$ cat src/rtl/bsfs_pkg.sv
package bsfs_pkg;

  // Default depth of the delimiter mark, in bytes.
  localparam int MAX_MARK_BYTES_DEF = 8;

  // Register index width and held byte counter width.
  localparam int CFG_IDX_W = 3;
  localparam int HELD_W    = 17;
  localparam logic [HELD_W-1:0] HELD_MAX = {HELD_W{1'b1}};

  // Register indexes of the configuration port.
  typedef enum logic [CFG_IDX_W-1:0] {
    REG_FRAMING_ENABLE    = 3'd0,
    REG_FIXED_LENGTH_MODE = 3'd1,
    REG_FRAME_LENGTH      = 3'd2,
    REG_MARK_PATTERN      = 3'd3,
    REG_MARK_LENGTH       = 3'd4,
    REG_HOLD_LIMIT        = 3'd5
  } reg_idx_t;

  // Reason a frame ended on a byte.
  typedef enum logic [2:0] {
    CAUSE_NONE     = 3'd0,
    CAUSE_LENGTH   = 3'd1,
    CAUSE_MARK     = 3'd2,
    CAUSE_OVERFLOW = 3'd3,
    CAUSE_CHUNK    = 3'd4
  } cause_t;

  // Current configuration, as seen by the framer.
  typedef struct packed {
    logic        framing_enable;
    logic        fixed_length_mode;
    logic [15:0] frame_length;
    logic [63:0] mark_pattern;
    logic [3:0]  mark_length;
    logic [15:0] hold_limit;
  } cfg_t;

  // One result word.
  typedef struct packed {
    logic [7:0] out_byte;
    logic       frame_last;
    cause_t     end_cause;
  } result_t;

  // One input word.
  typedef struct packed {
    logic [7:0] data_byte;
    logic       chunk_last;
  } in_word_t;

endpackage

$ cat src/rtl/bsfs_if.sv
// Input byte channel.
interface bsfs_in_if;
  logic       valid;
  logic       ready;
  logic [7:0] data_byte;
  logic       chunk_last;

  modport source (output valid, output data_byte, output chunk_last, input ready);
  modport sink   (input valid, input data_byte, input chunk_last, output ready);
endinterface

// Result byte channel.
interface bsfs_out_if;
  logic       valid;
  logic       ready;
  logic [7:0] out_byte;
  logic       frame_last;
  logic [2:0] end_cause;

  modport source (output valid, output out_byte, output frame_last, output end_cause,
                  input ready);
  modport sink   (input valid, input out_byte, input frame_last, input end_cause,
                  output ready);
endinterface

// Configuration write channel.
interface bsfs_cfg_if;
  logic                           valid;
  logic                           ready;
  logic [bsfs_pkg::CFG_IDX_W-1:0] index;
  logic [63:0]                    data;

  modport source (output valid, output index, output data, input ready);
  modport sink   (input valid, input index, input data, output ready);
endinterface

$ cat src/rtl/bsfs_cfg_regs.sv
module bsfs_cfg_regs (
  input  logic                           clk,
  input  logic                           rst,
  input  logic                           wr_valid,
  output logic                           wr_ready,
  input  logic [bsfs_pkg::CFG_IDX_W-1:0] wr_index,
  input  logic [63:0]                    wr_data,
  output bsfs_pkg::cfg_t                 cfg
);
  import bsfs_pkg::*;

  // Writes are always taken; wr_ready is held high.
  assign wr_ready = 1'b1;

  // Register file; writes beyond the list are dropped.
  always_ff @(posedge clk) begin
    if (rst) begin
      cfg.framing_enable    <= 1'b0;
      cfg.fixed_length_mode <= 1'b0;
      cfg.frame_length      <= 16'd1;
      cfg.mark_pattern      <= 64'd0;
      cfg.mark_length       <= 4'd0;
      cfg.hold_limit        <= 16'd0;
    end else if (wr_valid) begin
      case (reg_idx_t'(wr_index))
        REG_FRAMING_ENABLE:    cfg.framing_enable    <= wr_data[0];
        REG_FIXED_LENGTH_MODE: cfg.fixed_length_mode <= wr_data[0];
        REG_FRAME_LENGTH:      cfg.frame_length      <= wr_data[15:0];
        REG_MARK_PATTERN:      cfg.mark_pattern      <= wr_data;
        REG_MARK_LENGTH:       cfg.mark_length       <= wr_data[3:0];
        REG_HOLD_LIMIT:        cfg.hold_limit        <= wr_data[15:0];
        default: ;
      endcase
    end
  end

endmodule

$ cat src/rtl/bsfs_stage.sv
module bsfs_stage #(
  parameter int W = 8
) (
  input  logic         clk,
  input  logic         rst,
  input  logic         in_valid,
  output logic         in_ready,
  input  logic [W-1:0] in_data,
  output logic         out_valid,
  input  logic         out_ready,
  output logic [W-1:0] out_data
);

  logic         valid;
  logic [W-1:0] data;

  // The stage takes a word when empty or when its word leaves this cycle.
  assign in_ready  = !valid || out_ready;
  assign out_valid = valid;
  assign out_data  = data;

  always_ff @(posedge clk) begin
    if (rst) begin
      valid <= 1'b0;
    end else if (in_valid && in_ready) begin
      valid <= 1'b1;
    end else if (out_ready) begin
      valid <= 1'b0;
    end
  end

  always_ff @(posedge clk) begin
    if (in_valid && in_ready) begin
      data <= in_data;
    end
  end

endmodule

$ cat src/rtl/bsfs_framer.sv
module bsfs_framer #(
  parameter int MAX_MARK_BYTES = bsfs_pkg::MAX_MARK_BYTES_DEF
) (
  input  logic                clk,
  input  logic                rst,
  input  bsfs_pkg::cfg_t      cfg,
  input  logic                fire,
  input  bsfs_pkg::in_word_t  word,
  output bsfs_pkg::result_t   res
);
  import bsfs_pkg::*;

  localparam int RW = 8 * MAX_MARK_BYTES;
  localparam logic [3:0] MAX_LEN = 4'(MAX_MARK_BYTES);

  logic [HELD_W-1:0] held_count, held_count_next;
  logic [RW-1:0]     recent_bytes, recent_bytes_next;
  logic [RW+7:0]     shifted;
  logic [HELD_W-1:0] count;
  logic [15:0]       len;
  logic [3:0]        mlen;
  logic [MAX_MARK_BYTES-1:0] byte_ok;
  logic              mark_hit;
  cause_t            cause;

  // Shift the new byte into the recent window, newest in the low byte.
  assign shifted = {recent_bytes, word.data_byte};

  // Per-byte mark compare over the clamped mark length.
  always_comb begin
    for (int i = 0; i < MAX_MARK_BYTES; i++) begin
      byte_ok[i] = (4'(i) >= mlen) ||
                   (shifted[8*i +: 8] == cfg.mark_pattern[8*i +: 8]);
    end
  end

  assign mark_hit = &byte_ok;

  // Frame end decision and next state.
  always_comb begin
    count = (held_count == HELD_MAX) ? held_count : held_count + 1'b1;
    len   = (cfg.frame_length == 16'd0) ? 16'd1 : cfg.frame_length;
    mlen  = (cfg.mark_length > MAX_LEN) ? MAX_LEN : cfg.mark_length;
    cause = CAUSE_NONE;
    if (!cfg.framing_enable) begin
      if (word.chunk_last) cause = CAUSE_CHUNK;
      held_count_next   = '0;
      recent_bytes_next = '0;
    end else begin
      recent_bytes_next = shifted[RW-1:0];
      if (cfg.fixed_length_mode) begin
        if (count >= {1'b0, len}) cause = CAUSE_LENGTH;
      end else if (mlen == 4'd0) begin
        if (word.chunk_last) cause = CAUSE_CHUNK;
      end else if (count >= {{(HELD_W-4){1'b0}}, mlen} && mark_hit) begin
        cause = CAUSE_MARK;
      end
      if (cause == CAUSE_NONE && count > {1'b0, cfg.hold_limit}) begin
        cause = CAUSE_OVERFLOW;
      end
      held_count_next = (cause == CAUSE_NONE) ? count : '0;
    end
    res.out_byte   = word.data_byte;
    res.frame_last = (cause != CAUSE_NONE);
    res.end_cause  = cause;
  end

  // Framing state advances only on a word that moves on.
  always_ff @(posedge clk) begin
    if (rst) begin
      held_count   <= '0;
      recent_bytes <= '0;
    end else if (fire) begin
      held_count   <= held_count_next;
      recent_bytes <= recent_bytes_next;
    end
  end

  // A disabled framer keeps no held bytes.
  a_disabled_clears: assert property (@(posedge clk) disable iff (rst)
    fire && !cfg.framing_enable |=> held_count == '0)
    else $error("held count not cleared while framing is disabled");

  // A frame end restarts the count.
  a_end_clears: assert property (@(posedge clk) disable iff (rst)
    fire && res.frame_last |=> held_count == '0)
    else $error("held count not cleared after a frame end");

  // A byte that ends no frame while framing stays counted.
  a_hold_counts: assert property (@(posedge clk) disable iff (rst)
    fire && cfg.framing_enable && !res.frame_last |=> held_count != '0)
    else $error("held byte lost from the count");

  // State holds between words.
  a_state_holds: assert property (@(posedge clk) disable iff (rst)
    !fire |=> $stable(held_count) && $stable(recent_bytes))
    else $error("framing state changed without a word");

endmodule

$ cat src/rtl/byte_stream_frame_splitter_top.sv
// A word accepted on rx passes through the input stage and then the result
// register before it is offered on tx.
// Throughput: one byte per cycle while tx is ready; the input stage, the
// framer's counter and mark compare, and the result register each take one
// word per cycle. A stall on tx holds the result register; once both stages
// are full, rx ready drops in the same cycle as tx ready.
// Reset (rst, synchronous, active high) empties both stages, clears the held
// count and the recent bytes, and resets the configuration registers.
module byte_stream_frame_splitter_top #(
  parameter int MAX_MARK_BYTES = bsfs_pkg::MAX_MARK_BYTES_DEF
) (
  input  logic        clk,
  input  logic        rst,
  bsfs_in_if.sink     rx,
  bsfs_out_if.source  tx,
  bsfs_cfg_if.sink    cfg
);
  import bsfs_pkg::*;

  cfg_t     cfg_q;
  in_word_t rx_word, held_word;
  result_t  res, tx_word;
  logic     mid_valid, mid_ready, fire;

  // Configuration registers.
  bsfs_cfg_regs u_cfg (
    .clk      (clk),
    .rst      (rst),
    .wr_valid (cfg.valid),
    .wr_ready (cfg.ready),
    .wr_index (cfg.index),
    .wr_data  (cfg.data),
    .cfg      (cfg_q)
  );

  // Input register.
  assign rx_word.data_byte  = rx.data_byte;
  assign rx_word.chunk_last = rx.chunk_last;

  bsfs_stage #(.W($bits(in_word_t))) u_in_stage (
    .clk       (clk),
    .rst       (rst),
    .in_valid  (rx.valid),
    .in_ready  (rx.ready),
    .in_data   (rx_word),
    .out_valid (mid_valid),
    .out_ready (mid_ready),
    .out_data  (held_word)
  );

  // The framer state moves when the held word enters the result register.
  assign fire = mid_valid && mid_ready;

  bsfs_framer #(.MAX_MARK_BYTES(MAX_MARK_BYTES)) u_framer (
    .clk  (clk),
    .rst  (rst),
    .cfg  (cfg_q),
    .fire (fire),
    .word (held_word),
    .res  (res)
  );

  // Result register.
  bsfs_stage #(.W($bits(result_t))) u_out_stage (
    .clk       (clk),
    .rst       (rst),
    .in_valid  (mid_valid),
    .in_ready  (mid_ready),
    .in_data   (res),
    .out_valid (tx.valid),
    .out_ready (tx.ready),
    .out_data  (tx_word)
  );

  assign tx.out_byte   = tx_word.out_byte;
  assign tx.frame_last = tx_word.frame_last;
  assign tx.end_cause  = tx_word.end_cause;

endmodule
$ cat src/flat_wrapper.sv
// flat-port wrapper written by rule: the top's interface ports become plain ports
module byte_stream_frame_splitter_top_flat import bsfs_pkg::*;
#(
  parameter int MAX_MARK_BYTES = bsfs_pkg::MAX_MARK_BYTES_DEF
)
  (clk, rst, rx_valid, rx_data_byte, rx_chunk_last, rx_ready, tx_valid, tx_out_byte, tx_frame_last, tx_end_cause, tx_ready, cfg_valid, cfg_index, cfg_data, cfg_ready);
  bsfs_in_if rx_i ();
  bsfs_out_if tx_i ();
  bsfs_cfg_if cfg_i ();
  input  logic clk;
  input  logic rst;
  input wire logic [$bits(rx_i.valid)-1:0] rx_valid;
  input wire logic [$bits(rx_i.data_byte)-1:0] rx_data_byte;
  input wire logic [$bits(rx_i.chunk_last)-1:0] rx_chunk_last;
  output wire logic [$bits(rx_i.ready)-1:0] rx_ready;
  output wire logic [$bits(tx_i.valid)-1:0] tx_valid;
  output wire logic [$bits(tx_i.out_byte)-1:0] tx_out_byte;
  output wire logic [$bits(tx_i.frame_last)-1:0] tx_frame_last;
  output wire logic [$bits(tx_i.end_cause)-1:0] tx_end_cause;
  input wire logic [$bits(tx_i.ready)-1:0] tx_ready;
  input wire logic [$bits(cfg_i.valid)-1:0] cfg_valid;
  input wire logic [$bits(cfg_i.index)-1:0] cfg_index;
  input wire logic [$bits(cfg_i.data)-1:0] cfg_data;
  output wire logic [$bits(cfg_i.ready)-1:0] cfg_ready;
  assign rx_i.valid = rx_valid;
  assign rx_i.data_byte = rx_data_byte;
  assign rx_i.chunk_last = rx_chunk_last;
  assign rx_ready = rx_i.ready;
  assign tx_valid = tx_i.valid;
  assign tx_out_byte = tx_i.out_byte;
  assign tx_frame_last = tx_i.frame_last;
  assign tx_end_cause = tx_i.end_cause;
  assign tx_i.ready = tx_ready;
  assign cfg_i.valid = cfg_valid;
  assign cfg_i.index = cfg_index;
  assign cfg_i.data = cfg_data;
  assign cfg_ready = cfg_i.ready;
  byte_stream_frame_splitter_top #(.MAX_MARK_BYTES(MAX_MARK_BYTES)) u_core (.clk(clk), .rst(rst), .rx(rx_i), .tx(tx_i), .cfg(cfg_i));
endmodule
$ cat config.mk
export PLATFORM = sky130hd
export DESIGN_NAME = byte_stream_frame_splitter_top_flat
export DESIGN_NICKNAME = d
export VERILOG_FILES = /design/src/rtl/bsfs_pkg.sv /design/src/rtl/bsfs_if.sv /design/src/rtl/bsfs_cfg_regs.sv /design/src/rtl/bsfs_stage.sv /design/src/rtl/bsfs_framer.sv /design/src/rtl/byte_stream_frame_splitter_top.sv /design/src/flat_wrapper.sv
export SDC_FILE = /design/constraint.sdc
export NUM_CORES = 1
export LEC_CHECK = 0
export BUFFER_PORTS_ARGS = -buffer_cell sky130_fd_sc_hd__clkbuf_2
export CAP_MARGIN = 15
export CORE_MARGIN = 10
export CORE_UTILIZATION = 54
export DETAILED_ROUTE_END_ITERATION = 10
export HOLD_SLACK_MARGIN = 0.02
export PLACE_DENSITY = 0.77
export RECOVER_POWER = 50
export SYNTH_ARGS = -nofsm -noshare
export SYNTH_HDL_FRONTEND = slang
export SYNTH_HIERARCHICAL = 1
export SYNTH_SLANG_ARGS = --single-unit
$ cat constraint.sdc
create_clock -name clk -period 3.4 [get_ports clk]
set_input_delay 0.34 -clock clk [delete_from_list [all_inputs] [get_ports clk]]
set_output_delay 0.34 -clock clk [all_outputs]
set_load 0.05 [all_outputs]
# --- Word-level counts from Yosys, hierarchy flattened ---
# Cells that the tools add are included.
totals:
  ff_bits: 198
  input_bits: 81
  out_inout_bits: 15
  wordCells: 89
classes:
  addsub: 1
  magnitude_cmp: 12
  n_eq_ne: 14
  n_mux: 19
  n_reduce_logical: 31
ops:
  columns: ["cell", "count"]
  rows:
  - ["$eq A8 B8 Y1", 8]
  - ["$mux W56", 1]
  - ["$mux W17", 3]
  - ["$mux W3", 7]
  - ["$add A17 B1 Y17 const B", 1]
  - ["$eq A17 B17 Y1 const B", 1]
  - ["$ge A17 B16 Y1", 1]
  - ["$ge A17 B4 Y1", 1]
  - ["$gt A17 B16 Y1", 1]
  - ["$ge A3 B4 Y1 const A", 4]
  - ["$logic_not A16 Y1", 1]
  - ["$mux W16", 1]
  - ["$reduce_and A2 Y1", 6]
  - ["$logic_or A1 B1 Y1", 10]
  - ["$logic_not A3 Y1", 3]
  - ["$ge A1 B4 Y1 const A", 2]
  - ["$ge A2 B4 Y1 const A", 2]
  - ["$reduce_and A8 Y1", 1]
  - ["$eq A3 B2 Y1 const B", 2]
  - ["$eq A3 B3 Y1 const B", 2]
  - ["$mux W1", 5]
  - ["$gt A4 B4 Y1 const B", 1]
  - ["$logic_and A1 B1 Y1", 4]
  - ["$logic_not A4 Y1", 1]
  - ["other kinds (6)", 8]

# --- Longest topological paths before layout ---
depth:
  word_depth: 17
  ltp_mapped: 16
  ltp_nobuf: 15

# --- By module ---
# Netlist, hierarchy kept.
modules_own_cells:
  columns: ["mod", "instances", "cells_per_inst", "area_per_inst_um2", "seq_area_each_um2"]
  rows:
  - ["bsfs_framer", 1, 545, 4808.4, 1461.4]
  - ["bsfs_cfg_regs", 1, 411, 4445.5, 2042.0]
  - ["bsfs_stage (u_core.u_out_stage)", 1, 17, 415.4, 380.4]
  - ["bsfs_stage (u_core.u_in_stage)", 1, 14, 325.3, 290.3]
  - ["byte_stream_frame_splitter_top", 1, 1, 6.3, 0.0]

# --- Worst setup path after synthesis ---
# OpenSTA, ideal clock, no wires.
synth_path:
  path_type: "reg2reg"
  from: "register u_core.u_framer.held_count[0]"
  to: "register u_core.u_out_stage.data[3] (netlist: u_core/u_out_stage/out_data[3]), data pin"
  setup_ns: 0.254
  arrival_time_ns: 3.390
  required_ns: 3.146
  setup_slack_ns: -0.244
  path_stages_with_launch: 17
  n_path_buf: 1
  period_less_slack_ns: 3.644
  cell_sequence: "dfxtp_1 > ha_1 > and4_1 > buf_6 > nand4_1 > nand2_1 > nor2_1 > xor2_1 > ha_1 > a21o_1 > a21oi_1 > a21boi_0 > a2111oi_0 > o21ai_0 > nor2_2 > nand2_1 > a21o_1"
synth_lines:
  columns: ["element", "line_no", "source"]
  rows:
  - ["start: declaration", "bsfs_framer.sv:16", "logic [HELD_W-1:0] held_count, held_count_next;"]
  - ["start signal: assignment", "bsfs_framer.sv:74", "held_count <= held_count_next;"]
  - ["end signal: assignment", "bsfs_stage.sv:34", "data <= in_data;"]
  - ["end: declaration", "bsfs_stage.sv:15", "logic [W-1:0] data;"]

==> run summary <==
Drt pass-1 iters: 5
Yosys top cell area share: 35.4%
Period Utilization, post-route: 100%
Clk pin slew, worst setup/hold paths: 80 ps
Min cycle time layout: 3400 ps
DRT iter0 DRCs: 455
Syn Std Cell Area: 10000 sq um
Compound-Gate Fraction of Synth Area: 10.3%
Commonest cells in the netlist: dfxtp_1, nand2b_1, mux2i_1
Most frequent cell after synthesis: dfxtp_1
Worst EP required: 3600 ps
Number of library cell types mapped by synthesis: 67
Placer Congestion: 0.907
Synth-to-Final Area Change: 16.0%
Synth area leader: dfxtp_1
Sum Neg Setup Slack: -2.05 ps
Total GRT Usage: 19.1%
CP arrival: 3600 ps
Setup crit end kind: register
RSZ-0062 raised after global routing: true
Max-cap violations: 1
Slowest stage delay, CP: 370 ps
HPWL after detailed placement: 16.7 mm
Hold Crit Class: input port to register
Clock Latency Late Sink: 450 ps
First-pass GRT wire length: 37.5 mm
Avg Cell Area, Syn: 10.1 sq um
Final Hold Fails: 0
Vias in the first global route: 7244
Max IR drop VDD: 0.328 mV
Main synth FF type: dfxtp_1
Vias per cell: 5.45
Critical Path, Cell by Cell: ha_4, and4_4, nand4_1, buf_6, xnor2_4, ha_1, nand2b_4, a211o_1, a211o_1, nor4_2, nand4_1, o211ai_2, buf_4, buf_6, o22ai_2
Post-DRT Antenna Nets: 0
Initial Util: 55.3%
Clock Path Buffers: 2
Status: complete, but fails checks
Post-Synth Adder-Cell Area: 4.63%
Final worst slack: -2.05 ps
Worst path slowest cell: dfxtp_4
# rows: 49
Largest net degree at the start of global routing: 105
Dpl ws: -111 ps
Antenna Cells: 0
Post-synthesis net count: 1106
Die Footprint: 24400 sq um
Chip Height: 156 um
Crit path kind: register to register
Fillers: 1475
Die span in x: 156 um
CP Launch Type: register
Top post-synthesis cells by area: dfxtp_1, nand2b_1, mux2i_1
Max FO, Critical Path: 5
Largest family of logic cells by synthesized area: simple AND/OR/NAND/NOR gates
Post-synthesis register bit count: 198
Initial antenna violation count: 0
Core area: 18100 sq um
Post-synth EDFFs: 21
Failing checks: max-capacitance violations, max-slew violations, negative setup slack
Simple-Gate Fraction of Synth Area: 19.9%
Placed insts: 1297
Asr flop ratio synth: 0%
Routed Wire Length: 23.4 mm
Number of port buffers: 94
Post-synthesis mux area share: 10.8%
GRT overflow: 0
Fin util: 64.2%
Layout cells sized above 1: 21.2%
CTS tree: built
CTS H-Tree Depth: 4
Clock sinks: 198
Measured slew at the worst slew-check pin: 1920 ps
Leakage: 4.96 nW
Fmax: 294 MHz
Pins Over Slew Limit: 30
Register area share after synthesis: 41.7%
Syn. warnings: 6
Final cell count without fillers: 1335
CTS buffer count: 17
Post-Synthesis Cells: 988
CTS Hold Bufs: 0
Post-Synth XOR/XNOR Area: 6.31%
Worst Clk Skew: 19.8 ps
DR WL/cell: 17.5 um
DR vias: 7280
Relative slew slack: -28.4%
Setup-failing EPs final: 1
PwrDens: 430 nW/um^2
Nets@finish: 1211
CTS Root Cell: clkbuf_16
I/O pin total: 96
# DRC: 0
cells by family (layout without fill, tap and decap cells):
family / Yosys count / in the layout
compound gates: 133 / 133
buf+inv: 111 / 229
mux: 107 / 107
flops: 198 / 198
xor+xnor: 72 / 72
fa+ha+maj: 37 / 37
other cells: 1 / 1
simple gates: 329 / 329
final cells by class:
type	count	area, sq um	area share (%)
tap	229	287	2.47
sequential	198	4180	36.0
clock buffer	17	425	3.67
inverter	48	180	1.55
multi-input combinational	679	5380	46.4
clock inverter	15	218	1.88
timing repair buffer	149	928	8.00
per-stage QoR:
step                      instance area (sq um)  total power, mW  hold slack (ps)
final                                     11600             4.99             56.0
after global placement                    10700             2.87              462
after CTS                                 11400             5.02             44.6
after global routing                      11600             5.15             38.2
after floorplan                           10000             2.75              402
after detailed placement                  10700             2.88              470
routing by layer:
metal / track usage, % / share of wire [%] / vias up
li1: - / - / 3649
met1: 25.7 / 47 / 3433
met2: 29.9 / 47 / 170
met3: 3.69 / 4.3 / 28
met4: 6.74 / 1.7 / 0
met5: 0 / 0 / -
layout by cell type (no fill, tap or decap), drive strengths merged, types with 8 or more instances in the layout:
master / synthesis / routed
ha: 37 / 37
xnor2: 28 / 28
nand3: 12 / 12
inv: 48 / 57
a22o: 57 / 57
xor2: 44 / 44
clkbuf: 32 / 110
nor4: 19 / 19
and2: 8 / 8
mux2i: 103 / 103
buf: 31 / 56
nand2b: 168 / 168
nor2: 21 / 21
dfxtp: 177 / 177
edfxtp: 21 / 21
a21oi: 16 / 16
nand4: 19 / 19
nand2: 46 / 46
o21ai: 21 / 21
power by group:
group	switching (mW)	internal [mW]	total, mW
Sequential	0.0319	2.40	2.43
Combinational	0.223	0.180	0.404
Clock	1.06	1.09	2.15
Total	1.32	3.67	4.99
final timing paths:
check                                              startpoint                              to  slack (ps)  depth (start not counted)
worst max-delay path            u_core/u_framer/held_count[0]  u_core/u_out_stage/out_data[1]          -2                         15
worst min-delay path                          rx_data_byte[7]   u_core/u_in_stage/out_data[8]          60                          1
worst max register to register  u_core/u_framer/held_count[0]  u_core/u_out_stage/out_data[1]          -2                         15
worst min register to register            u_core/u_cfg/cfg[7]             u_core/u_cfg/cfg[7]         480                          2
sequential cells by signal, summed over array words and instances (netlist names):
signal,flops
u_core/u_framer/recent_bytes,56
u_core/u_cfg/cfg,102
u_core/u_out_stage/out_valid,1
u_core/u_out_stage/out_data,12
u_core/u_in_stage/out_data,9
u_core/u_in_stage/out_valid,1
u_core/u_framer/held_count,17
what timing repair did:
| item | in CTS | in global routing |
|---|---|---|
| endpoints found under the setup margin | 18 | 19 |
| pin swaps | 3 | 16 |
| cloned | 0 | 0 |
| buffers inserted | 0 | 6 |
| gates resized for setup | 9 | 38 |
critical path, delay by kind of cell, from the launching register on:
kind            cells  cell delay (ps)
compound gates      4              930
simple gates        5              800
buf+inv             3              480
fa+ha+maj           2              450
flops               1              370
xor+xnor            1              130
Note: power is estimated with default switching activity, not from simulation.
